===== src/hw/rtl/cnms_pkg.sv =====
// ----------------------------------------------------------------------------
// cnms_pkg
// shared types, constants and the angle quantiser for the non-maximum
// suppression block
// ----------------------------------------------------------------------------
`default_nettype none

package cnms_pkg;

  // default line length limit of the column memory
  localparam int MAX_WIDTH_DEF = 1024;

  // frame geometry limits and reset values
  localparam logic [10:0] DIM_MIN        = 11'd3;
  localparam logic [10:0] HEIGHT_MAX     = 11'd1024;
  localparam logic [10:0] WIDTH_RST      = 11'd640;
  localparam logic [10:0] HEIGHT_RST     = 11'd480;
  localparam int          REG_LIMIT      = 2047;

  // configuration register indexes
  localparam logic REG_FRAME_WIDTH  = 1'b0;
  localparam logic REG_FRAME_HEIGHT = 1'b1;

  // input item kinds
  localparam logic KIND_PIXEL = 1'b0;
  localparam logic KIND_FLUSH = 1'b1;

  // row counter saturation value
  localparam logic [10:0] ROW_SAT = 11'h7ff;

  // quantised gradient direction
  typedef enum logic [1:0] {
    SEC_HORIZ     = 2'd0,  // left / right
    SEC_DIAG_DOWN = 2'd1,  // up-left / down-right
    SEC_VERT      = 2'd2,  // up / down
    SEC_DIAG_UP   = 2'd3   // up-right / down-left
  } sector_t;

  // one stored pixel: sector in bits 9..8, magnitude in bits 7..0
  typedef struct packed {
    sector_t    sector;
    logic [7:0] mag;
  } cell_t;

  // pixel and position information handed from the front end to the window
  typedef struct packed {
    cell_t pix;
    logic  emit;    // this transaction releases a result
    logic  eof;     // released pixel is the last of the frame
    logic  eor;     // released pixel is the last of its row
    logic  top;     // released pixel lies in the first row
    logic  bot;     // released pixel lies in the last row
    logic  left;    // released pixel lies in the first column
    logic  up_ok;   // upper line entry holds a pixel of this frame
    logic  mid_ok;  // middle line entry holds a pixel of this frame
  } pix_info_t;

  // sector bounds in Q2.13, matching pi/8, 3pi/8, 5pi/8, 7pi/8
  localparam logic signed [15:0] POS_B1 = 16'sd3217;
  localparam logic signed [15:0] POS_B2 = 16'sd9651;
  localparam logic signed [15:0] POS_B3 = 16'sd16085;
  localparam logic signed [15:0] POS_B4 = 16'sd22519;
  localparam logic signed [15:0] NEG_B1 = -16'sd22518;
  localparam logic signed [15:0] NEG_B2 = -16'sd16084;
  localparam logic signed [15:0] NEG_B3 = -16'sd9650;
  localparam logic signed [15:0] NEG_B4 = -16'sd3216;

  function automatic sector_t sector_of(input logic signed [15:0] a);
    sector_t s;
    if (!a[15]) begin
      if (a < POS_B1)      s = SEC_HORIZ;
      else if (a < POS_B2) s = SEC_DIAG_DOWN;
      else if (a < POS_B3) s = SEC_VERT;
      else if (a < POS_B4) s = SEC_DIAG_UP;
      else                 s = SEC_HORIZ;
    end else begin
      if (a < NEG_B1)      s = SEC_HORIZ;
      else if (a < NEG_B2) s = SEC_DIAG_DOWN;
      else if (a < NEG_B3) s = SEC_VERT;
      else if (a < NEG_B4) s = SEC_DIAG_UP;
      else                 s = SEC_HORIZ;
    end
    return s;
  endfunction

endpackage

`default_nettype wire


===== src/hw/rtl/cnms_front.sv =====
// ----------------------------------------------------------------------------
// cnms_front
// raster position counters, angle quantiser and release decode for each
// accepted pixel
// ----------------------------------------------------------------------------
`default_nettype none

module cnms_front #(
  parameter int MAX_WIDTH = cnms_pkg::MAX_WIDTH_DEF
) (
  input  wire logic                         clk,
  input  wire logic                         rst,
  input  wire logic                         restart,
  input  wire logic                         accept,
  input  wire logic [10:0]                  frame_width,
  input  wire logic [10:0]                  frame_height,
  input  wire logic                         kind,
  input  wire logic [7:0]                   magnitude,
  input  wire logic signed [15:0]           angle,
  output      logic [$clog2(MAX_WIDTH)-1:0] col,
  output      cnms_pkg::pix_info_t          info
);
  import cnms_pkg::*;

  localparam int COL_W = $clog2(MAX_WIDTH);

  logic [10:0]      row;
  logic [10:0]      row_next;
  logic [COL_W-1:0] col_next;
  logic [12:0]      col_inc;
  logic             col_nz;
  logic [10:0]      prow;
  cell_t            pix;

  assign col_nz  = (col != '0);
  assign col_inc = 13'(col) + 13'd1;
  assign prow    = col_nz ? (row - 11'd1) : (row - 11'd2);

  always_comb begin
    pix = '0;
    if (kind == KIND_PIXEL && row < frame_height) begin
      pix.sector = sector_of(angle);
      pix.mag    = magnitude;
    end
  end

  always_comb begin
    info        = '0;
    info.pix    = pix;
    info.up_ok  = (row >= 11'd2);
    info.mid_ok = (row >= 11'd1);
    info.emit   = (row >= 11'd2) || (row == 11'd1 && col_nz);
    // the item at column zero releases the last pixel of a row, two rows above it
    info.eor    = info.emit && !col_nz;
    info.left   = col_nz && (col == COL_W'(1));
    info.top    = (prow == 11'd0);
    info.bot    = (prow >= frame_height - 11'd1);
    info.eof    = info.eor && (prow == frame_height - 11'd1);
  end

  always_comb begin
    row_next = row;
    col_next = col;
    if (restart) begin
      row_next = '0;
      col_next = '0;
    end else if (accept) begin
      if (info.eof) begin
        row_next = '0;
        col_next = '0;
      end else if (col_inc >= 13'(frame_width)) begin
        col_next = '0;
        row_next = (row == ROW_SAT) ? row : row + 11'd1;
      end else begin
        col_next = col_inc[COL_W-1:0];
      end
    end
  end

  always_ff @(posedge clk) begin
    if (rst) begin
      row <= '0;
      col <= '0;
    end else begin
      row <= row_next;
      col <= col_next;
    end
  end

endmodule

`default_nettype wire


===== config.mk =====
export PLATFORM = sky130hd
export DESIGN_NAME = cnms_front
export DESIGN_NICKNAME = d
export VERILOG_FILES = /design/src/hw/rtl/cnms_pkg.sv /design/src/hw/rtl/cnms_front.sv
export SDC_FILE = /design/constraint.sdc
export NUM_CORES = 1
export LEC_CHECK = 0
export ABC_AREA = 1
export ABC_CLOCK_PERIOD_IN_PS = 4200
export BUFFER_PORTS_ARGS = -buffer_cell sky130_fd_sc_hd__buf_2
export CAP_MARGIN = 15
export CELL_PAD_IN_SITES_DETAIL_PLACEMENT = 0
export CELL_PAD_IN_SITES_GLOBAL_PLACEMENT = 2
export CORE_AREA = 2 2 116 118
export CTS_CLUSTER_SIZE = 24
export DETAILED_ROUTE_END_ITERATION = 8
export DIE_AREA = 0 0 118 120
export GPL_ROUTABILITY_DRIVEN = 0
export GPL_TIMING_DRIVEN = 1
export PLACE_DENSITY = 0.89
export RECOVER_POWER = 50
export REMOVE_ABC_BUFFERS = 1
export SLEW_MARGIN = 20
export SYNTH_ARGS = -nofsm -noshare
export SYNTH_HDL_FRONTEND = slang
export SYNTH_SLANG_ARGS = --single-unit

===== constraint.sdc =====
create_clock -name clk -period 4.2 [get_ports clk]
set_clock_uncertainty 0.1 [all_clocks]
set_input_delay 0.84 -clock clk [delete_from_list [all_inputs] [get_ports clk]]
set_output_delay 0.84 -clock clk [all_outputs]
set_load 0.05 [all_outputs]

# == Yosys cells after proc, flatten, opt, wreduce, memory -nomap -nowiden ==
# Cells that the tools add are included.
# totals
regBits,21
latchBits,0
mem_bits_rw,0
rom_bits,0
in_bits,51
output_inout_bits,28
word_cells,54
mem_count,0
# op_classes
n_addsub,5
n_mul,0
div_mod_pow,0
magnitude_cmp,13
eq_ne,5
n_shift,0
muxes,16
bitwise,1
n_reduce_logical,12
# ops
op,count
$lt A16 B15 Y1 const B,4
$mux W11,4
$lt A16 B13 Y1 const B,2
$lt A16 B16 Y1 const B,2
$mux W10,3
$ge A11 B11 Y1,2
$sub A11 B1 Y11 const B,2
$mux W2,9
$add A10 B1 Y11 const B,1
$add A11 B1 Y11 const B,1
$eq A11 B1 Y1 const B,1
$eq A11 B11 Y1,1
$eq A11 B11 Y1 const B,1
$ge A11 B1 Y1 const B,1
$ge A11 B2 Y1 const B,1
$logic_not A11 Y1,1
$lt A11 B11 Y1,1
$sub A11 B2 Y11 const B,1
$eq A10 B1 Y1 const B,1
$reduce_bool A10 Y1,1
$logic_and A1 B1 Y1,5
$reduce_and A3 Y1,1
$ne A2 B2 Y1 const B,1
$reduce_bool A2 Y1,1
other kinds (4),4

# == Depth between registers and ports, before layout ==
# logic_depth
depth_word,7
mapped_depth,22
ltp_nobuf,22

# == Worst setup path after synthesis ==
# Ideal clock, no wire load.
# synth_timing
path_type,input to output
startpoint,in frame_height[0]
endpoint,out info[3] in the netlist's numbering
arrival_ns,3.149
required_time_ns,3.260
setup_slack_ns,0.111
cell_stages,12
path_buffers,0
cell_sequence,inv_1 > ha_1 > nand3_1 > nor2_1 > nand2_1 > nor4_1 > nand2_1 > xor2_1 > inv_1 > ha_1 > nand3_1 > o2111ai_1
# synth_lines
element,line_no,source
from (decl),cnms_front.sv:16,"input wire logic [10:0] frame_height,"
to (decl),cnms_front.sv:21,output cnms_pkg::pix_info_t info

==> summary.txt <==
setup TNS: 0 ps
status: complete, no violations
met2 wire length: 5127 µm
clock-pin slew of the registers on the worst-case setup and hold paths: 60 ps
CP arrival: 3140 ps
Syn Area/Cell: 6.035 µm²
leakage power total: 2.399 nW
number of global-route vias before repair: 3837
data required time of the critical path: 3260 ps
worst flop-to-flop path startpoint: col[1]
Synth Area in XOR/XNOR: 0.06877
first-pass GRT wire length: 17640 µm
CTS tree: built
CTS Hold Buffers Added: 0
Slew headroom: 0.4778
synth unique cells: 43
crit start category: primary input
synthesized area: 3694 µm²
fillcell total: 1488
most used cell, CP: nand2_1
worst setup margin: 123.3 ps
clk buf depth: 2
nets@finish: 794
initial antenna violation count: 0
R2R Path End: col[6]
Crit-path slowest cell: ha_4
Via Count: 3968
Hold EP: col[1]
dpl hpwl: 8824 µm
I/O pins: 79
Placeable Area: 12980 µm²
slack of the worst reg-to-reg path: 770 ps
Synth Area in Compound Gates: 0.1179
cells along the critical path: buf_2 > inv_2 > ha_2 > nand3_1 > nor2_1 > nand2_1 > nor4_2 > nand2_1 > xor2_1 > inv_1 > ha_4 > nand2_1 > buf_4 > nor2_2 > nand3_1 > o2111ai_1 > buf_4
Layout area overhead: 19.38%
Post-synth EDFFs: 0
P per Cell Area: 153.7 nW/µm²
Wirelength per Cell: 11.99 µm
most frequent cells in the layout: nand2_1, inv_1, nor2_1
Synth Area in Adders: 0.1457
number of port buffers: 78
vias per cell: 4.535
CTS buffer count: 3
DR iter-0 viols: 195
Root Buffer: clkbuf_16
H-tree Lvls: 1
Max Used Layer: met4
CTS Sinks: 21
ys async rst share: 0
final setup fails: 0
reg2reg path depth: 21
GRT Total Usage: 0.1475
post-layout min period: 4077 ps
Placement Setup Slack: 58.62 ps
kind of critical path: primary input to primary output
initial core utilization: 0.2846
pin count of the biggest net entering global routing: 17
Max Fclk: 245.3 MHz
Tcrit/Tclk final: 0.9706
fraction of layout cells with a size suffix above 1: 0.1917
DIE WIDTH: 118 µm
ANT nets after route: 0
synth warn: 0
Antenna diodes: 0
max-slew violations: 0
CP endpoint kind: primary output
Slew @ Worst Pin: 780.5 ps
Seq cells post-synth: 21
total gr overflow: 0
commonest non-fill, non-tap cell in the layout: nand2_1
post-synthesis sequential area ratio: 0.1138
main combinational cell family by area after synthesis: simple AND/OR/NAND/NOR gates
final wirelength: 10500 µm
# rows: 42
Die Area: 14160 µm²
WL met1: 4901 µm
DR WL met3: 388 µm
hold_ws: 418.2 ps
post-route DRC violation count: 0
mux share of post-synthesis cell area: 0
Crit Path Max Fanout: 3
worst stage delay on the critical path: 280 ps
# Max-Cap Violations: 0
Vert. Die Dim: 120 µm
Clk Latency, worst-skew pair: 260 ps
Primary FF master, synth: dfxtp_1
worst hold stages: 2
Pre-Repair DR Iteration Count: 4
class of the worst hold path: flip-flop to flip-flop
Hold Violations, Final: 0
simple-gate share of the synthesized area: 0.4021
peak supply drop: 0.1258 mV
Syn Inst Count: 612
hold path startpoint: col[1]
==> state kept, by name, summed over array words and instances (netlist names) <==
register and flops:
col 10, row 11
==> cells in the mapped netlist, drive strengths merged (3+ instances only) <==
| cell type | count | area share |
|---|---|---|
| nand2 | 152 | 0.17 |
| inv | 113 | 0.11 |
| nor2 | 84 | 0.10 |
| nand3 | 49 | 0.075 |
| ha | 43 | 0.15 |
| a21oi | 41 | 0.066 |
| xor2 | 27 | 0.064 |
| dfxtp | 21 | 0.11 |
| nor3 | 15 | 0.023 |
| o21ai | 15 | 0.020 |
| nand4 | 12 | 0.020 |
| buf | 8 | 0.026 |
| a31oi | 4 | 0.0068 |
| clkbuf | 4 | 0.0041 |
| clkinv | 4 | 0.0071 |
| o211ai | 3 | 0.0061 |
==> repair_timing <==
item,CTS,global route
gates resized for setup,0,13
endpoints found under the setup margin,0,2
endpoints found under the hold margin,0,0
setup buffers,0,2
==> final cells by class <==
cell class / instances / area, µm² / share of cell area
multi-input combinational: 462 / 2736 / 0.6206
timing repair buffer: 95 / 501.7 / 0.1138
inverter: 117 / 450.4 / 0.1022
sequential: 21 / 420.4 / 0.09535
tap: 176 / 220.2 / 0.04994
clock buffer: 3 / 75.07 / 0.01703
clock inverter: 1 / 5.005 / 0.001135
==> layer usage <==
metal,global-route usage,vias up
met5,0,-
met4,0.02786,0
met3,0.009981,7
met2,0.2645,77
met1,0.1954,1769
li1,-,2115
==> metrics by stage <==
step / util / power, mW / instance area [µm²] / instances
2_1_floorplan: - / 0.3827 / 3583 / 600
5_1_grt: 0.3397 / 0.7206 / 4409 / 875
6_report: 0.3397 / 0.6779 / 4409 / 875
3_5_place_dp: 0.3318 / 0.4707 / 4307 / 869
4_1_cts: 0.3380 / 0.6770 / 4387 / 873
3_3_place_gp: 0.3318 / 0.4666 / 4307 / 869
==> where the power goes <==
group          leakage, nW  switching (mW)  internal [mW]
registers            0.170         0.00266          0.201
clock network       0.0409          0.0788          0.128
logic                 2.19           0.177         0.0905
total                 2.40           0.258          0.420
==> critical path: cells and delay by family <==
| family | cells | cell delay (ps) |
|---|---|---|
| AOI/OAI and AO/OA | 1 | 110 |
| and+or+nand+nor | 8 | 960 |
| xor gates and xnor gates | 1 | 140 |
| adders and majority gates | 2 | 460 |
| buffers and inverters | 5 | 620 |
==> kinds of logic (layout without fill, tap and decap cells) <==
| logic type | after synthesis | count (layout) |
|---|---|---|
| and+or+nand+nor | 318 | 318 |
| adders and majority gates | 43 | 43 |
| xor gates and xnor gates | 29 | 29 |
| buffers and inverters | 129 | 216 |
| AOI/OAI and AO/OA | 72 | 72 |
| DFF | 21 | 21 |
==> worst max-delay path by stage <==
stage	slack [ps]	start	endpoint
4_1_cts	20	frame_height[1]	info[6]
3_3_place_gp	70	frame_height[0]	info[6]
2_1_floorplan	110	frame_height[0]	info[3]
3_5_place_dp	60	frame_height[1]	info[6]
6_report	120	frame_height[1]	info[3]
5_1_grt	-30	frame_height[1]	info[6]
Note: power is estimated with default switching activity, not from simulation.
