File: config.mk
export PLATFORM = sky130hd
export DESIGN_NAME = cnms_window
export DESIGN_NICKNAME = d
export VERILOG_FILES = /design/src/hw/rtl/cnms_pkg.sv /design/src/hw/rtl/cnms_window.sv
export SDC_FILE = /design/constraint.sdc
export NUM_CORES = 1
export LEC_CHECK = 0
export BUFFER_PORTS_ARGS = -buffer_cell sky130_fd_sc_hd__buf_4
export CAP_MARGIN = 20
export CORE_UTILIZATION = 55
export DETAILED_ROUTE_END_ITERATION = 8
export GPL_ROUTABILITY_DRIVEN = 0
export GPL_TIMING_DRIVEN = 0
export PLACE_DENSITY = 0.8
export SETUP_SLACK_MARGIN = 0.15
export SKIP_CTS_REPAIR_TIMING = 1
export SLEW_MARGIN = 25
export SYNTH_ARGS = -nofsm -noshare
export SYNTH_HDL_FRONTEND = slang
export SYNTH_SLANG_ARGS = --single-unit
File: constraint.sdc
create_clock -name clk -period 11.5 [get_ports clk]
set_clock_uncertainty 0.05 [all_clocks]
set_input_delay 2.3 -clock clk [delete_from_list [all_inputs] [get_ports clk]]
set_output_delay 2.3 -clock clk [all_outputs]
set_load 0.05 [all_outputs]
File: src/hw/rtl/cnms_pkg.sv
// ----------------------------------------------------------------------------
// cnms_pkg
// shared types, constants and the angle quantiser for the non-maximum
// suppression block
// ----------------------------------------------------------------------------
`default_nettype none

package cnms_pkg;

  // default line length limit of the column memory
  localparam int MAX_WIDTH_DEF = 1024;

  // frame geometry limits and reset values
  localparam logic [10:0] DIM_MIN        = 11'd3;
  localparam logic [10:0] HEIGHT_MAX     = 11'd1024;
  localparam logic [10:0] WIDTH_RST      = 11'd640;
  localparam logic [10:0] HEIGHT_RST     = 11'd480;
  localparam int          REG_LIMIT      = 2047;

  // configuration register indexes
  localparam logic REG_FRAME_WIDTH  = 1'b0;
  localparam logic REG_FRAME_HEIGHT = 1'b1;

  // input item kinds
  localparam logic KIND_PIXEL = 1'b0;
  localparam logic KIND_FLUSH = 1'b1;

  // row counter saturation value
  localparam logic [10:0] ROW_SAT = 11'h7ff;

  // quantised gradient direction
  typedef enum logic [1:0] {
    SEC_HORIZ     = 2'd0,  // left / right
    SEC_DIAG_DOWN = 2'd1,  // up-left / down-right
    SEC_VERT      = 2'd2,  // up / down
    SEC_DIAG_UP   = 2'd3   // up-right / down-left
  } sector_t;

  // one stored pixel: sector in bits 9..8, magnitude in bits 7..0
  typedef struct packed {
    sector_t    sector;
    logic [7:0] mag;
  } cell_t;

  // pixel and position information handed from the front end to the window
  typedef struct packed {
    cell_t pix;
    logic  emit;    // this transaction releases a result
    logic  eof;     // released pixel is the last of the frame
    logic  eor;     // released pixel is the last of its row
    logic  top;     // released pixel lies in the first row
    logic  bot;     // released pixel lies in the last row
    logic  left;    // released pixel lies in the first column
    logic  up_ok;   // upper line entry holds a pixel of this frame
    logic  mid_ok;  // middle line entry holds a pixel of this frame
  } pix_info_t;

  // sector bounds in Q2.13, matching pi/8, 3pi/8, 5pi/8, 7pi/8
  localparam logic signed [15:0] POS_B1 = 16'sd3217;
  localparam logic signed [15:0] POS_B2 = 16'sd9651;
  localparam logic signed [15:0] POS_B3 = 16'sd16085;
  localparam logic signed [15:0] POS_B4 = 16'sd22519;
  localparam logic signed [15:0] NEG_B1 = -16'sd22518;
  localparam logic signed [15:0] NEG_B2 = -16'sd16084;
  localparam logic signed [15:0] NEG_B3 = -16'sd9650;
  localparam logic signed [15:0] NEG_B4 = -16'sd3216;

  function automatic sector_t sector_of(input logic signed [15:0] a);
    sector_t s;
    if (!a[15]) begin
      if (a < POS_B1)      s = SEC_HORIZ;
      else if (a < POS_B2) s = SEC_DIAG_DOWN;
      else if (a < POS_B3) s = SEC_VERT;
      else if (a < POS_B4) s = SEC_DIAG_UP;
      else                 s = SEC_HORIZ;
    end else begin
      if (a < NEG_B1)      s = SEC_HORIZ;
      else if (a < NEG_B2) s = SEC_DIAG_DOWN;
      else if (a < NEG_B3) s = SEC_VERT;
      else if (a < NEG_B4) s = SEC_DIAG_UP;
      else                 s = SEC_HORIZ;
    end
    return s;
  endfunction

endpackage

`default_nettype wire

File: src/hw/rtl/cnms_window.sv
// ----------------------------------------------------------------------------
// cnms_window
// line memory write-back, 3x3 window and local maximum test with the result
// register
// ----------------------------------------------------------------------------
`default_nettype none

module cnms_window #(
  parameter int MAX_WIDTH = cnms_pkg::MAX_WIDTH_DEF
) (
  input  wire logic                         clk,
  input  wire logic                         rst,
  input  wire logic                         restart,
  input  wire logic                         in_load,
  output      logic                         in_ready,
  input  wire cnms_pkg::pix_info_t          in_info,
  input  wire logic [$clog2(MAX_WIDTH)-1:0] in_col,
  input  wire logic [19:0]                  mem_rdata,
  output      logic                         mem_we,
  output      logic [$clog2(MAX_WIDTH)-1:0] mem_waddr,
  output      logic [19:0]                  mem_wdata,
  output      logic                         out_valid,
  input  wire logic                         out_ready,
  output      logic [7:0]                   out_suppressed,
  output      logic                         out_eor,
  output      logic                         out_eof
);
  import cnms_pkg::*;

  localparam int COL_W = $clog2(MAX_WIDTH);

  logic             s1_valid;
  pix_info_t        s1_info;
  logic [COL_W-1:0] s1_col;
  logic             out_free;
  logic             s1_go;
  cell_t            up_cell;
  cell_t            mid_cell;
  cell_t            win     [3][3];
  cell_t            win_nxt [3][3];
  cell_t            centre;
  logic [7:0]       nb_a;
  logic [7:0]       nb_b;
  logic [7:0]       nb_max;
  logic [7:0]       result;

  assign out_free = !out_valid || out_ready;
  assign s1_go    = s1_valid && (!s1_info.emit || out_free);
  assign in_ready = !s1_valid || s1_go;

  // upper half of the memory word is the upper line, lower half the middle
  assign up_cell  = s1_info.up_ok  ? cell_t'(mem_rdata[19:10]) : '0;
  assign mid_cell = s1_info.mid_ok ? cell_t'(mem_rdata[9:0])   : '0;

  // middle line moves up, new pixel becomes the middle line
  assign mem_we    = s1_go;
  assign mem_waddr = s1_col;
  assign mem_wdata = {mem_rdata[9:0], s1_info.pix};

  always_comb begin
    for (int r = 0; r < 3; r++) begin
      win_nxt[r][0] = win[r][1];
      win_nxt[r][1] = win[r][2];
    end
    win_nxt[0][2] = up_cell;
    win_nxt[1][2] = mid_cell;
    win_nxt[2][2] = s1_info.pix;
  end

  assign centre = win_nxt[1][1];

  // neighbours along the gradient, outside the frame read as zero
  always_comb begin
    unique case (centre.sector)
      SEC_HORIZ: begin
        nb_a = s1_info.left ? 8'd0 : win_nxt[1][0].mag;
        nb_b = s1_info.eor  ? 8'd0 : win_nxt[1][2].mag;
      end
      SEC_DIAG_DOWN: begin
        nb_a = (s1_info.top || s1_info.left) ? 8'd0 : win_nxt[0][0].mag;
        nb_b = (s1_info.bot || s1_info.eor)  ? 8'd0 : win_nxt[2][2].mag;
      end
      SEC_VERT: begin
        nb_a = s1_info.top ? 8'd0 : win_nxt[0][1].mag;
        nb_b = s1_info.bot ? 8'd0 : win_nxt[2][1].mag;
      end
      SEC_DIAG_UP: begin
        nb_a = (s1_info.top || s1_info.eor)  ? 8'd0 : win_nxt[0][2].mag;
        nb_b = (s1_info.bot || s1_info.left) ? 8'd0 : win_nxt[2][0].mag;
      end
      default: begin
        nb_a = 8'd0;
        nb_b = 8'd0;
      end
    endcase
  end

  assign nb_max = (nb_a > nb_b) ? nb_a : nb_b;
  assign result = (centre.mag < nb_max) ? 8'd0 : centre.mag;

  always_ff @(posedge clk) begin
    if (rst) begin
      s1_valid <= 1'b0;
    end else if (in_load) begin
      s1_valid <= 1'b1;
    end else if (s1_go) begin
      s1_valid <= 1'b0;
    end
  end

  always_ff @(posedge clk) begin
    if (in_load) begin
      s1_info <= in_info;
      s1_col  <= in_col;
    end
  end

  always_ff @(posedge clk) begin
    if (rst || restart || (s1_go && s1_info.eof)) begin
      for (int r = 0; r < 3; r++) begin
        for (int c = 0; c < 3; c++) begin
          win[r][c] <= '0;
        end
      end
    end else if (s1_go) begin
      win <= win_nxt;
    end
  end

  always_ff @(posedge clk) begin
    if (rst) begin
      out_valid <= 1'b0;
    end else if (s1_go && s1_info.emit) begin
      out_valid <= 1'b1;
    end else if (out_ready) begin
      out_valid <= 1'b0;
    end
  end

  always_ff @(posedge clk) begin
    if (s1_go && s1_info.emit) begin
      out_suppressed <= result;
      out_eor        <= s1_info.eor;
      out_eof        <= s1_info.eof;
    end
  end

  // a held result is never overwritten by a new one
  assert property (@(posedge clk) disable iff (rst)
    (out_valid && !out_ready && s1_valid && s1_info.emit) |-> !mem_we)
    else $error("result register overrun");

  // the window restarts after the last pixel of a frame
  assert property (@(posedge clk) disable iff (rst)
    (s1_go && s1_info.eof) |=> (win[1][1] == '0 && win[1][2] == '0 && win[2][2] == '0))
    else $error("window not cleared at frame end");

  // the last pixel of a frame closes its row
  assert property (@(posedge clk) disable iff (rst)
    (out_valid && out_eof) |-> out_eor)
    else $error("frame end without row end");

  // a pixel is only taken while the stage can pass its occupant on
  assert property (@(posedge clk) disable iff (rst)
    (in_load && s1_valid) |-> s1_go)
    else $error("stage one overwritten");

endmodule

`default_nettype wire

Yosys cells after proc, flatten, opt, wreduce, memory -nomap -nowiden
Cells that the tools add are included.
{ "op_classes": {"order_cmp": 2, "eq_ne": 3, "n_mux": 17, "n_reduce_logical": 18} }
{ "op_table": {"columns": ["operator", "n"], "rows": [
  ["$mux W8", 10],
  ["$pmux W8 S4", 2],
  ["$mux W10", 1],
  ["$logic_or A1 B1 Y1", 9],
  ["$gt A8 B8 Y1", 1],
  ["$lt A8 B8 Y1", 1],
  ["$eq A2 B2 Y1 const B", 2],
  ["$mux W1", 4],
  ["$reduce_bool A2 Y1", 2],
  ["$logic_and A1 B1 Y1", 3],
  ["$logic_not A1 Y1", 3],
  ["$eq A2 B1 Y1 const B", 1],
  ["$logic_not A2 Y1", 1]
]} }
{ "totals": {"ff_bits": 90, "in_bits": 53, "word_cells": 63} }

Logic depth before layout (Yosys ltp)
Gate-level depths: netlist (run 1).
{ "depth": {"depth_word": 6, "depth_mapped": 19, "ltp_nobuf": 17} }

Worst setup path before layout (run 1)
OpenSTA, ideal clock, no wires.
{ "synth_timing": {"path_type": "input-to-output", "startpoint": "in out_ready", "endpoint": "out mem_we", "t_arrival_ps": 3268, "slack_ps": 5882, "stages": 5, "path_buffers": 1, "path_cell_list": "nor2b_1 -> nand2_1 -> nand2_1 -> inv_2 -> clkbuf_1"} }
{ "synth_via": {"elab_chain_len": 3} }
{ "synth_lines": {"columns": ["element", "line_no", "text"], "rows": [
  ["from (decl)", "cnms_window.sv:23", "input wire logic out_ready,"],
  ["$logic_or A1 B1 Y1", "cnms_window.sv:47", "assign out_free = !out_valid || out_ready;"],
  ["$logic_or A1 B1 Y1", "cnms_window.sv:48", "assign s1_go = s1_valid && (!s1_info.emit || out_free);"],
  ["$logic_and A1 B1 Y1", "cnms_window.sv:48", null],
  ["to (decl)", "cnms_window.sv:19", "output logic mem_we,"]
]} }
Every way passes these cells.

Worst setup path after layout (run 1)
{ "layout_timing": {"startpoint": "in mem_rdata[15]", "endpoint": "reg out_suppressed[2] (data pin)"} }
{ "layout_via": {"elab_chain_len": 6} }
{ "layout_lines": {"columns": ["element", "line_no", "text"], "rows": [
  ["from (decl)", "cnms_window.sv:18", "input wire logic [19:0] mem_rdata,"],
  ["$mux W8 (*)", "cnms_window.sv:52", "assign up_cell = s1_info.up_ok ? cell_t'(mem_rdata[19:10]) : '0;"],
  ["$mux W8 (*)", "cnms_window.sv:88", "nb_a = (s1_info.top || s1_info.eor) ? 8'd0 : win_nxt[0][2].mag;"],
  ["$pmux W8 S4 (*)", "cnms_window.sv:74", "unique case (centre.sector)"],
  ["$gt A8 B8 Y1", "cnms_window.sv:98", "assign nb_max = (nb_a > nb_b) ? nb_a : nb_b;"],
  ["$mux W8 (*)", "cnms_window.sv:98", null],
  ["$lt A8 B8 Y1 (*)", "cnms_window.sv:99", "assign result = (centre.mag < nb_max) ? 8'd0 : centre.mag;"],
  ["to (signal assigned)", "cnms_window.sv:142", "out_suppressed <= result;"],
  ["to (decl)", "cnms_window.sv:24", "output logic [7:0] out_suppressed,"]
]} }
Every way passes the cells marked *; elsewhere a longest branch is shown, timed or not.
A chain may end at the register's enable or synchronous reset.

==> insert_results.sql, run 1 <==
INSERT INTO impl_metrics (metric_group, metric, value, unit) VALUES
('placement', 'total_placed_instance_area', '5350', 'µm²'),
('critical_path', 'critPathMaxStageDelay', '0.45', 'ns'),
('critical_path', 'criticalPathCategory', 'primary input to flop', ''),
('cells_and_area', 'layout-area-overhead-vs-synth', '22.9', '%'),
('logic_synthesis', 'synthesis.nets', '548', ''),
('sta', 'setup_viol_count_final', '0', ''),
('sta', 'worstMarginPinSlew', '0.773', 'ns'),
('power', 'power.leakage', '2.10', 'nW'),
('logic_synthesis', 'synth-warning-count', '0', ''),
('placement', 'dp_hpwl', '8670', 'µm'),
('critical_path', 'critical_path.max_fanout', '10', ''),
('drt', 'postRouteWirelength', '11600', 'µm'),
('logic_synthesis', 'synth_seq_cells', '90', ''),
('critical_path', 'worst_path_cell_trace', 'buf_4 -> and3_1 -> a311oi_1 -> inv_1 -> ha_1 -> a211oi_1 -> nor2_1 -> o31a_1 -> nand2_1 -> buf_4 -> mux2i_1 -> ha_1 -> and4_1 -> clkbuf_1 -> a221o_1 -> nand2_1 -> o221ai_2', ''),
('logic_synthesis', 'synth.cell_area', '4520', 'µm²'),
('clock_tree', 'cts_bufs_inserted', '9', ''),
('clock_tree', 'ctsHtreeMaxLevel', '3', ''),
('logic_synthesis', 'post_synth.cell_area_avg', '9.42', 'µm²'),
('drt', 'firstDrtPassIters', '5', ''),
('clock_tree', 'tritoncts_clock_tree', 'done', ''),
('cells_and_area', 'insertedDiodeCount', '0', ''),
('critical_path', 'critical-path-top-delay-family', 'compound AO/OA/AOI/OAI gates', ''),
('cells_and_area', 'multi_input_area', '2020', 'µm²'),
('drt', 'via_count', '4042', ''),
('floorplanning', 'placeableCoreArea', '7850', 'µm²'),
('critical_path', 'launching_element_type_of_the_critical_path', 'primary input', ''),
('critical_path', 'worstPathRequired', '11.57', 'ns'),
('cells_and_area', 'fraction_of_layout_cells_with_a_size_suffix_above_1', '26.5', '%'),
('critical_path', 'arrival_time_at_the_worst_endpoint', '6.02', 'ns'),
('global_routing', 'grt_pass1_vias', '3971', ''),
('global_routing', 'grt_use_total', '28.4', '%'),
('logic_synthesis', 'synthFlopType', 'sky130_fd_sc_hd__dfxtp_1', ''),
('floorplanning', 'starting_density_of_the_core', '57.6', '%'),
('floorplanning', 'die_area', '8590', 'µm²'),
('sta', 'report.final.hold_viol_count', '0', ''),
('cells_and_area', 'sequential_cell_area', '2180', 'µm²'),
('cells_and_area', 'layout.cell_area.non_filler', '5560', 'µm²'),
('logic_synthesis', 'post_synthesis_cell_count', '480', ''),
('logic_synthesis', 'synth_cell_type_count', '53', ''),
('global_routing', 'met3_usage', '5.99', '%'),
('global_routing', 'grt_first_pass_wirelength', '18700', 'µm'),
('logic_synthesis', 'synth_seq_area_share', '48.3', '%'),
('sta', 'slew_viol_final', '0', ''),
('floorplanning', 'ioPinCount', '96', ''),
('logic_synthesis', 'synth_edf_count', '38', ''),
('cells_and_area', 'core_utilization_of_the_finished_layout', '70.8', '%'),
('global_routing', 'initial_antenna_violation_count', '0', ''),
('clock_tree', 'clk_transition_reported_paths', '0.08', 'ns'),
('power', 'power.ir.vdd_worst', '0.0958', 'mV'),
('power', 'pwr_density_cell', '129', 'nW/µm²'),
('sta', 'setup_slack', '5.55', 'ns'),
('critical_path', 'cp_slowest_cell', 'sky130_fd_sc_hd__a221o_1', ''),
('min_path', 'hold_class', 'flop to flop', ''),
('global_routing', 'grt_max_degree', '30', ''),
('clock_tree', 'cts_sinks', '90', ''),
('run', 'maxCapViolCount', '0', ''),
('clock_tree', 'worst_skew_pair.late_latency', '0.37', 'ns'),
('sta', 'max_freq', '0.168', 'GHz'),
('sta', 'period_share', '51.7', '%'),
('clock_tree', 'largest_buffer_count_on_any_clock_path', '2', ''),
('drt', 'wire_per_inst', '16.7', 'µm'),
('floorplanning', 'die_width', '92.7', 'µm'),
('cells_and_area', 'filler_cell_count', '618', ''),
('global_routing', 'top_usage_layer', 'met2', ''),
('placement', 'port_buffers', '93', ''),
('global_routing', 'met1_usage', '33.8', '%'),
('status', 'status', 'completed', ''),
('placement', 'place_worst_setup_slack', '5.23', 'ns'),
('global_routing', 'globalRouteMet2Util', '50.0', '%'),
('drt', 'drtAntennaViolNets', '0', ''),
('floorplanning', 'die_height', '92.7', 'µm');
## power breakdown
group / internal (mW) / total, mW / switching [mW]
clock network: 0.120 / 0.229 / 0.109
registers: 0.345 / 0.354 / 0.00890
logic: 0.0486 / 0.135 / 0.0861
total: 0.513 / 0.717 / 0.204
## cell usage after synthesis, types with 7 or more instances
| master | number | area (µm²) |
|---|---|---|
| sky130_fd_sc_hd__ha_1 | 15 | 188 |
| sky130_fd_sc_hd__or3_1 | 7 | 43.8 |
| sky130_fd_sc_hd__clkbuf_1 | 13 | 48.8 |
| sky130_fd_sc_hd__a22oi_1 | 7 | 52.6 |
| sky130_fd_sc_hd__nor2b_1 | 8 | 50.1 |
| sky130_fd_sc_hd__buf_2 | 8 | 40.0 |
| sky130_fd_sc_hd__inv_1 | 11 | 41.3 |
| sky130_fd_sc_hd__buf_4 | 22 | 165 |
| sky130_fd_sc_hd__edfxtp_1 | 38 | 1140 |
| sky130_fd_sc_hd__o221ai_2 | 7 | 105 |
| sky130_fd_sc_hd__nand2b_1 | 8 | 50.1 |
| sky130_fd_sc_hd__nand2_1 | 107 | 402 |
| sky130_fd_sc_hd__nand3b_1 | 7 | 52.6 |
| sky130_fd_sc_hd__nand3_1 | 29 | 145 |
| sky130_fd_sc_hd__nor2_1 | 9 | 33.8 |
| sky130_fd_sc_hd__dfxtp_1 | 52 | 1040 |
| sky130_fd_sc_hd__a21oi_1 | 71 | 355 |
## metal layers
metal | vias up | wire length [µm]
met3 | 19 | 781
met2 | 175 | 5940
met4 | 0 | 205
li1 | 1907 | -
met1 | 1941 | 4640
met5 | - | 0
## through the flow
stage	power (mW)	cells
6_report	0.717	691
5_1_grt	0.739	691
4_1_cts	0.719	691
3_5_place_dp	0.494	675
3_3_place_gp	0.490	675
2_1_floorplan	0.446	480
## final timing paths
kind / start / end / slack [ns] / cells after the start
setup / recovery: mem_rdata[15] / out_suppressed[2] / 5.55 / 17
hold / removal: win[13] / win[13] / 0.41 / 2
setup reg to reg: centre[9] / out_suppressed[2] / 6.53 / 18
hold reg to reg: win[13] / win[13] / 0.41 / 2
## sequential cells by signal (all words and copies together) (netlist names), 8 cells and up
register / flops
mem_wdata: 10
win: 40
s1_info: 8
mem_waddr: 10
centre: 10
out_suppressed: 8
## area by class of cell
class                      count  area share, %
multi-input combinational    332           36.4
timing repair buffer          93           12.6
buffer                        46           4.91
inverter                      12          0.811
clock buffer                  14           3.13
sequential                    90           39.3
clock inverter                 2          0.630
tap                          102           2.30
## kinds of logic (layout without fill, tap and decap cells)
kind of cell | after synthesis | count (layout) | share of synthesized area, %
buf+inv | 58 | 167 | 7.03
mux | 7 | 7 | 1.60
simple gates | 191 | 191 | 20.8
flops | 90 | 90 | 48.3
fa+ha+maj | 15 | 15 | 4.15
compound gates | 119 | 119 | 18.2
## cells in the final DEF, fill, tap and decap left out, drive strengths merged, types with 5 or more instances in the layout
| cell | instances |
|---|---|
| a21oi | 71 |
| nand2b | 8 |
| mux2i | 5 |
| a22oi | 7 |
| nand3b | 7 |
| clkbuf | 27 |
| nand2 | 107 |
| or3 | 7 |
| inv | 12 |
| nand3 | 30 |
| o221ai | 7 |
| edfxtp | 38 |
| nor2b | 8 |
| o21ai | 10 |
| dfxtp | 52 |
| nor2 | 9 |
| buf | 126 |
| ha | 15 |
## worst register-to-register path, delay by kind of cell, from the launching register on
| kind | cells | cell delay, ns |
|---|---|---|
| compound gates | 5 | 1.49 |
| fa+ha+maj | 2 | 0.60 |
| buf+inv | 5 | 1.14 |
| flops | 1 | 0.46 |
| mux | 1 | 0.26 |
| simple gates | 5 | 0.73 |
Power figures use the tool's default switching activity.
==> run 2: changes to the inputs <==
--- a/config.mk
+++ b/config.mk
@@ -5,9 +5,10 @@
 export SDC_FILE = /design/constraint.sdc
 export NUM_CORES = 1
 export LEC_CHECK = 0
+export ABC_AREA = 1
 export BUFFER_PORTS_ARGS = -buffer_cell sky130_fd_sc_hd__buf_4
 export CAP_MARGIN = 20
-export CORE_UTILIZATION = 55
+export CORE_UTILIZATION = 54
 export DETAILED_ROUTE_END_ITERATION = 8
 export GPL_ROUTABILITY_DRIVEN = 0
 export GPL_TIMING_DRIVEN = 0
==> constraint.sdc (replaced) <==
create_clock -name clk -period 6 [get_ports clk]
set_clock_uncertainty 0.05 [all_clocks]
set_input_delay 1.2 -clock clk [delete_from_list [all_inputs] [get_ports clk]]
set_output_delay 1.2 -clock clk [all_outputs]
set_load 0.05 [all_outputs]
==> insert_results.sql, run 2 <==
INSERT INTO impl_metrics (metric_group, metric, value, unit) VALUES
('sta', 'relative_max_transition_margin', '44.4', '%'),
('logic_synthesis', 'synth.top_cell.area_share', '27.2', '%'),
('power', 'pwr_density_cell', '266', 'nW/µm²'),
('cells_and_area', 'final_net_count', '659', ''),
('logic_synthesis', 'post_synthesis_cell_count', '487', ''),
('run', 'maxCapViolCount', '0', ''),
('logic_synthesis', 'synth-async-reset-ratio', '0', '%'),
('critical_path', 'cp_num_cells', '22', ''),
('logic_synthesis', 'synth_edf_count', '38', ''),
('critical_path', 'cp_slowest_cell', 'sky130_fd_sc_hd__a211oi_1', ''),
('critical_path', 'timing.critical_path.mode_cell', 'sky130_fd_sc_hd__nand2_1', ''),
('critical_path', 'r2r_setup_slack', '1.45', 'ns'),
('logic_synthesis', 'synth.cell_area', '4200', 'µm²'),
('clock_tree', 'clock-root-buffer', 'sky130_fd_sc_hd__clkbuf_8', ''),
('sta', 'worstMarginPinSlew', '0.829', 'ns'),
('logic_synthesis', 'synthDominantAreaCellType', 'sky130_fd_sc_hd__edfxtp_1', ''),
('global_routing', 'initial_antenna_violation_count', '0', ''),
('clock_tree', 'largest_buffer_count_on_any_clock_path', '2', ''),
('cells_and_area', 'layout.cell_area.non_filler', '5240', 'µm²'),
('placement', 'total_placed_instance_area', '5020', 'µm²'),
('critical_path', 'critical_path.max_fanout', '10', ''),
('floorplanning', 'die_height', '90.2', 'µm'),
('clock_tree', 'cts_sinks', '90', ''),
('cells_and_area', 'layout_common_cells', 'sky130_fd_sc_hd__nand2_1 (128), sky130_fd_sc_hd__buf_4 (114), sky130_fd_sc_hd__a21oi_1 (64)', ''),
('placement', 'port_buffers', '93', ''),
('cells_and_area', 'largest_register_ff_count', '40', ''),
('clock_tree', 'ctsHtreeMaxLevel', '3', ''),
('sta', 'setup_repair_after_global_routing_missed_its_margin', 'false', ''),
('logic_synthesis', 'synth_seq_area_share', '52.0', '%'),
('floorplanning', 'die_width', '90.2', 'µm'),
('drt', 'via_count', '3928', ''),
('drt', 'drc', '0', ''),
('min_path', 'hold_class', 'flop to flop', ''),
('clock_tree', 'worst_skew_pair.late_latency', '0.36', 'ns'),
('logic_synthesis', 'synthesis.nets', '555', ''),
('logic_synthesis', 'synthFlopType', 'sky130_fd_sc_hd__dfxtp_1', ''),
('global_routing', 'grt_max_degree', '30', ''),
('floorplanning', 'placeableCoreArea', '7370', 'µm²'),
('critical_path', 'critPathBufInv', '5', ''),
('critical_path', 'r2r_cells', '22', ''),
('drt', 'firstDrtPassIters', '6', ''),
('floorplanning', 'starting_density_of_the_core', '57.0', '%'),
('logic_synthesis', 'synthTopCellsByCount', 'sky130_fd_sc_hd__nand2_1 (128), sky130_fd_sc_hd__a21oi_1 (64), sky130_fd_sc_hd__nand3_1 (56), sky130_fd_sc_hd__dfxtp_1 (52), sky130_fd_sc_hd__edfxtp_1 (38)', ''),
('drt', 'wire_per_inst', '15.7', 'µm'),
('drt', 'drtAntennaViolNets', '0', ''),
('critical_path', 'crit_end', 'out_suppressed[1]', ''),
('critical_path', 'cp-end-kind', 'flop', ''),
('global_routing', 'grt_remaining_overflow', '0', ''),
('drt', 'postRouteWirelength', '10900', 'µm'),
('critical_path', 'worstPathRequired', '6.03', 'ns'),
('sta', 'setup_slack', '1.45', 'ns'),
('cells_and_area', 'insertedDiodeCount', '0', ''),
('logic_synthesis', 'post_synth.cell_area_avg', '8.62', 'µm²'),
('sta', 'finalSetupTns', '0', 'ns'),
('critical_path', 'launching_element_type_of_the_critical_path', 'flop', ''),
('power', 'power.leakage', '2.13', 'nW'),
('sta', 'slew_viol_final', '0', ''),
('global_routing', 'grt_pass1_vias', '3788', ''),
('cells_and_area', 'regMostFlops', 'win', ''),
('floorplanning', 'die_area', '8140', 'µm²'),
('sta', 'layout_min_cycle_time', '4.55', 'ns'),
('critical_path', 'arrival_time_at_the_worst_endpoint', '4.58', 'ns'),
('logic_synthesis', 'synth-warning-count', '0', ''),
('clock_tree', 'cts_bufs_inserted', '9', ''),
('global_routing', 'grt_first_pass_wirelength', '17600', 'µm'),
('critical_path', 'cp-startpoint', 'centre[9]', ''),
('floorplanning', 'fp-row-count', '31', ''),
('critical_path', 'critical-path-top-delay-family', 'compound AO/OA/AOI/OAI gates', ''),
('placement', 'dp_hpwl', '7990', 'µm'),
('logic_synthesis', 'synth_seq_cells', '90', ''),
('cells_and_area', 'layout_commonest_cell', 'sky130_fd_sc_hd__nand2_1', ''),
('drt', 'vias_per_cell', '5.65', ''),
('clock_tree', 'clk_transition_reported_paths', '0.09', 'ns'),
('sta', 'period_share', '75.8', '%'),
('floorplanning', 'ioPinCount', '96', ''),
('sta', 'report.final.hold_viol_count', '0', ''),
('cells_and_area', 'layout-area-overhead-vs-synth', '24.8', '%'),
('critical_path', 'reg2reg_to', 'out_suppressed[1]', ''),
('logic_synthesis', 'yosys.cell_count.top_type', 'sky130_fd_sc_hd__nand2_1', ''),
('sta', 'setup_viol_count_final', '0', ''),
('sta', 'max_freq', '0.220', 'GHz'),
('power', 'power.ir.vdd_worst', '0.175', 'mV'),
('critical_path', 'regToRegStartpoint', 'centre[9]', ''),
('power', 'finalPower', '1.40', 'mW'),
('logic_synthesis', 'synth_cell_type_count', '27', ''),
('clock_tree', 'tritoncts_clock_tree', 'done', ''),
('cells_and_area', 'fraction_of_layout_cells_with_a_size_suffix_above_1', '24.7', '%'),
('status', 'status', 'completed', ''),
('placement', 'place_worst_setup_slack', '1.29', 'ns'),
('critical_path', 'critPathMaxStageDelay', '0.65', 'ns'),
('critical_path', 'worst_path_cell_trace', 'inv_1 -> nor2_2 -> buf_4 -> inv_1 -> nor2_2 -> nand2_1 -> nand2_1 -> a221oi_1 -> inv_1 -> ha_1 -> a21oi_1 -> nand2_1 -> nand2_1 -> nand2_1 -> nand2_1 -> clkbuf_1 -> o21ai_0 -> ha_1 -> nand2_1 -> nor2_1 -> a211oi_1 -> a21oi_1', ''),
('drt', 'first_drt_iteration_drcs', '340', ''),
('critical_path', 'criticalPathCategory', 'flop to flop', ''),
('logic_synthesis', 'synth_area_leaders', 'sky130_fd_sc_hd__edfxtp_1 (27%), sky130_fd_sc_hd__dfxtp_1 (25%), sky130_fd_sc_hd__nand2_1 (11%)', ''),
('global_routing', 'grt_use_total', '27.5', '%');
-- run 2: cell types whose count changed after synthesis, sizes merged, moves of 6 or more --
cell	previous run	this run
nand3b	7	1
inv	12	37
nand2	107	131
a22oi	7	0
nand3	30	56
nand2b	8	0
nor2b	8	0
or3	7	0
o221ai	7	0
a21oi	71	64
a41o	0	7
buf	33	26
-- run 2: cell families after synthesis --
| family | Yosys count | share of synthesized area (%) |
|---|---|---|
| simple gates | 209 | 21.6 |
| compound gates | 94 | 12.9 |
| flops | 90 | 52.0 |
| buf+inv | 79 | 9.03 |
| fa+ha+maj | 15 | 4.47 |
-- run 2: through the flow --
stage                     utilization [%]  cells  hold WS, ns
final                                71.1    695        0.417
after CTS                            71.1    695        0.415
after detailed placement             68.1    679        0.392
after floorplan                         -    487        0.378
after global routing                 71.1    695        0.438
after global placement               68.1    679        0.394
-- run 2: per-layer routing --
layer / wire [µm] / vias to the layer above / global-route usage [%] / part of all wire [%]
met2: 5150 / 246 / 44.3 / 47
met5: 0 / - / 0 / 0
li1: - / 1853 / - / -
met3: 1090 / 34 / 6.94 / 10
met4: 352 / 0 / 13.4 / 3.2
met1: 4290 / 1795 / 34.4 / 39
-- run 2: cell type report --
| type | instances | area [µm²] |
|---|---|---|
| clock inverters | 6 | 90.1 |
| inverters | 37 | 139 |
| clock buffers | 10 | 128 |
| fillers | 607 | 2130 |
| multi-input cells | 318 | 1640 |
| plain buffers | 42 | 240 |
| flip-flops and latches | 90 | 2180 |
| repair buffers | 93 | 698 |
| well taps | 99 | 124 |
-- run 2: how the worst min path moves through the flow --
stage | from | endpoint | depth (start not counted)
final | win[46] | win[46] | 2
after global placement | s1_info[6] | out_eof | 0
after global routing | s1_info[6] | out_eof | 0
after CTS | win[46] | win[46] | 2
after detailed placement | s1_info[6] | out_eof | 0
after floorplan | s1_info[6] | out_eof | 0
-- run 2: where the power goes --
part | switching, mW | total (mW) | internal (mW)
combinational | 0.178 | 0.270 | 0.0918
clock | 0.214 | 0.450 | 0.236
sequential | 0.0140 | 0.675 | 0.661
-- run 2: worst reg2reg max path, stage by stage (launching register included) --
cell and delay [ns]:
sky130_fd_sc_hd__dfxtp_1 0.43, sky130_fd_sc_hd__inv_1 0.10, sky130_fd_sc_hd__nor2_2 0.24, sky130_fd_sc_hd__buf_4 0.24, sky130_fd_sc_hd__inv_1 0.06, sky130_fd_sc_hd__nor2_2 0.21
sky130_fd_sc_hd__nand2_1 0.08, sky130_fd_sc_hd__nand2_1 0.08, sky130_fd_sc_hd__a221oi_1 0.05, sky130_fd_sc_hd__inv_1 0.10, sky130_fd_sc_hd__ha_1 0.24, sky130_fd_sc_hd__a21oi_1 0.16
sky130_fd_sc_hd__nand2_1 0.08, sky130_fd_sc_hd__nand2_1 0.06, sky130_fd_sc_hd__nand2_1 0.07, sky130_fd_sc_hd__nand2_1 0.16, sky130_fd_sc_hd__clkbuf_1 0.38, sky130_fd_sc_hd__o21ai_0 0.19
sky130_fd_sc_hd__ha_1 0.33, sky130_fd_sc_hd__nand2_1 0.10, sky130_fd_sc_hd__nor2_1 0.05, sky130_fd_sc_hd__a211oi_1 0.65, sky130_fd_sc_hd__a21oi_1 0.16
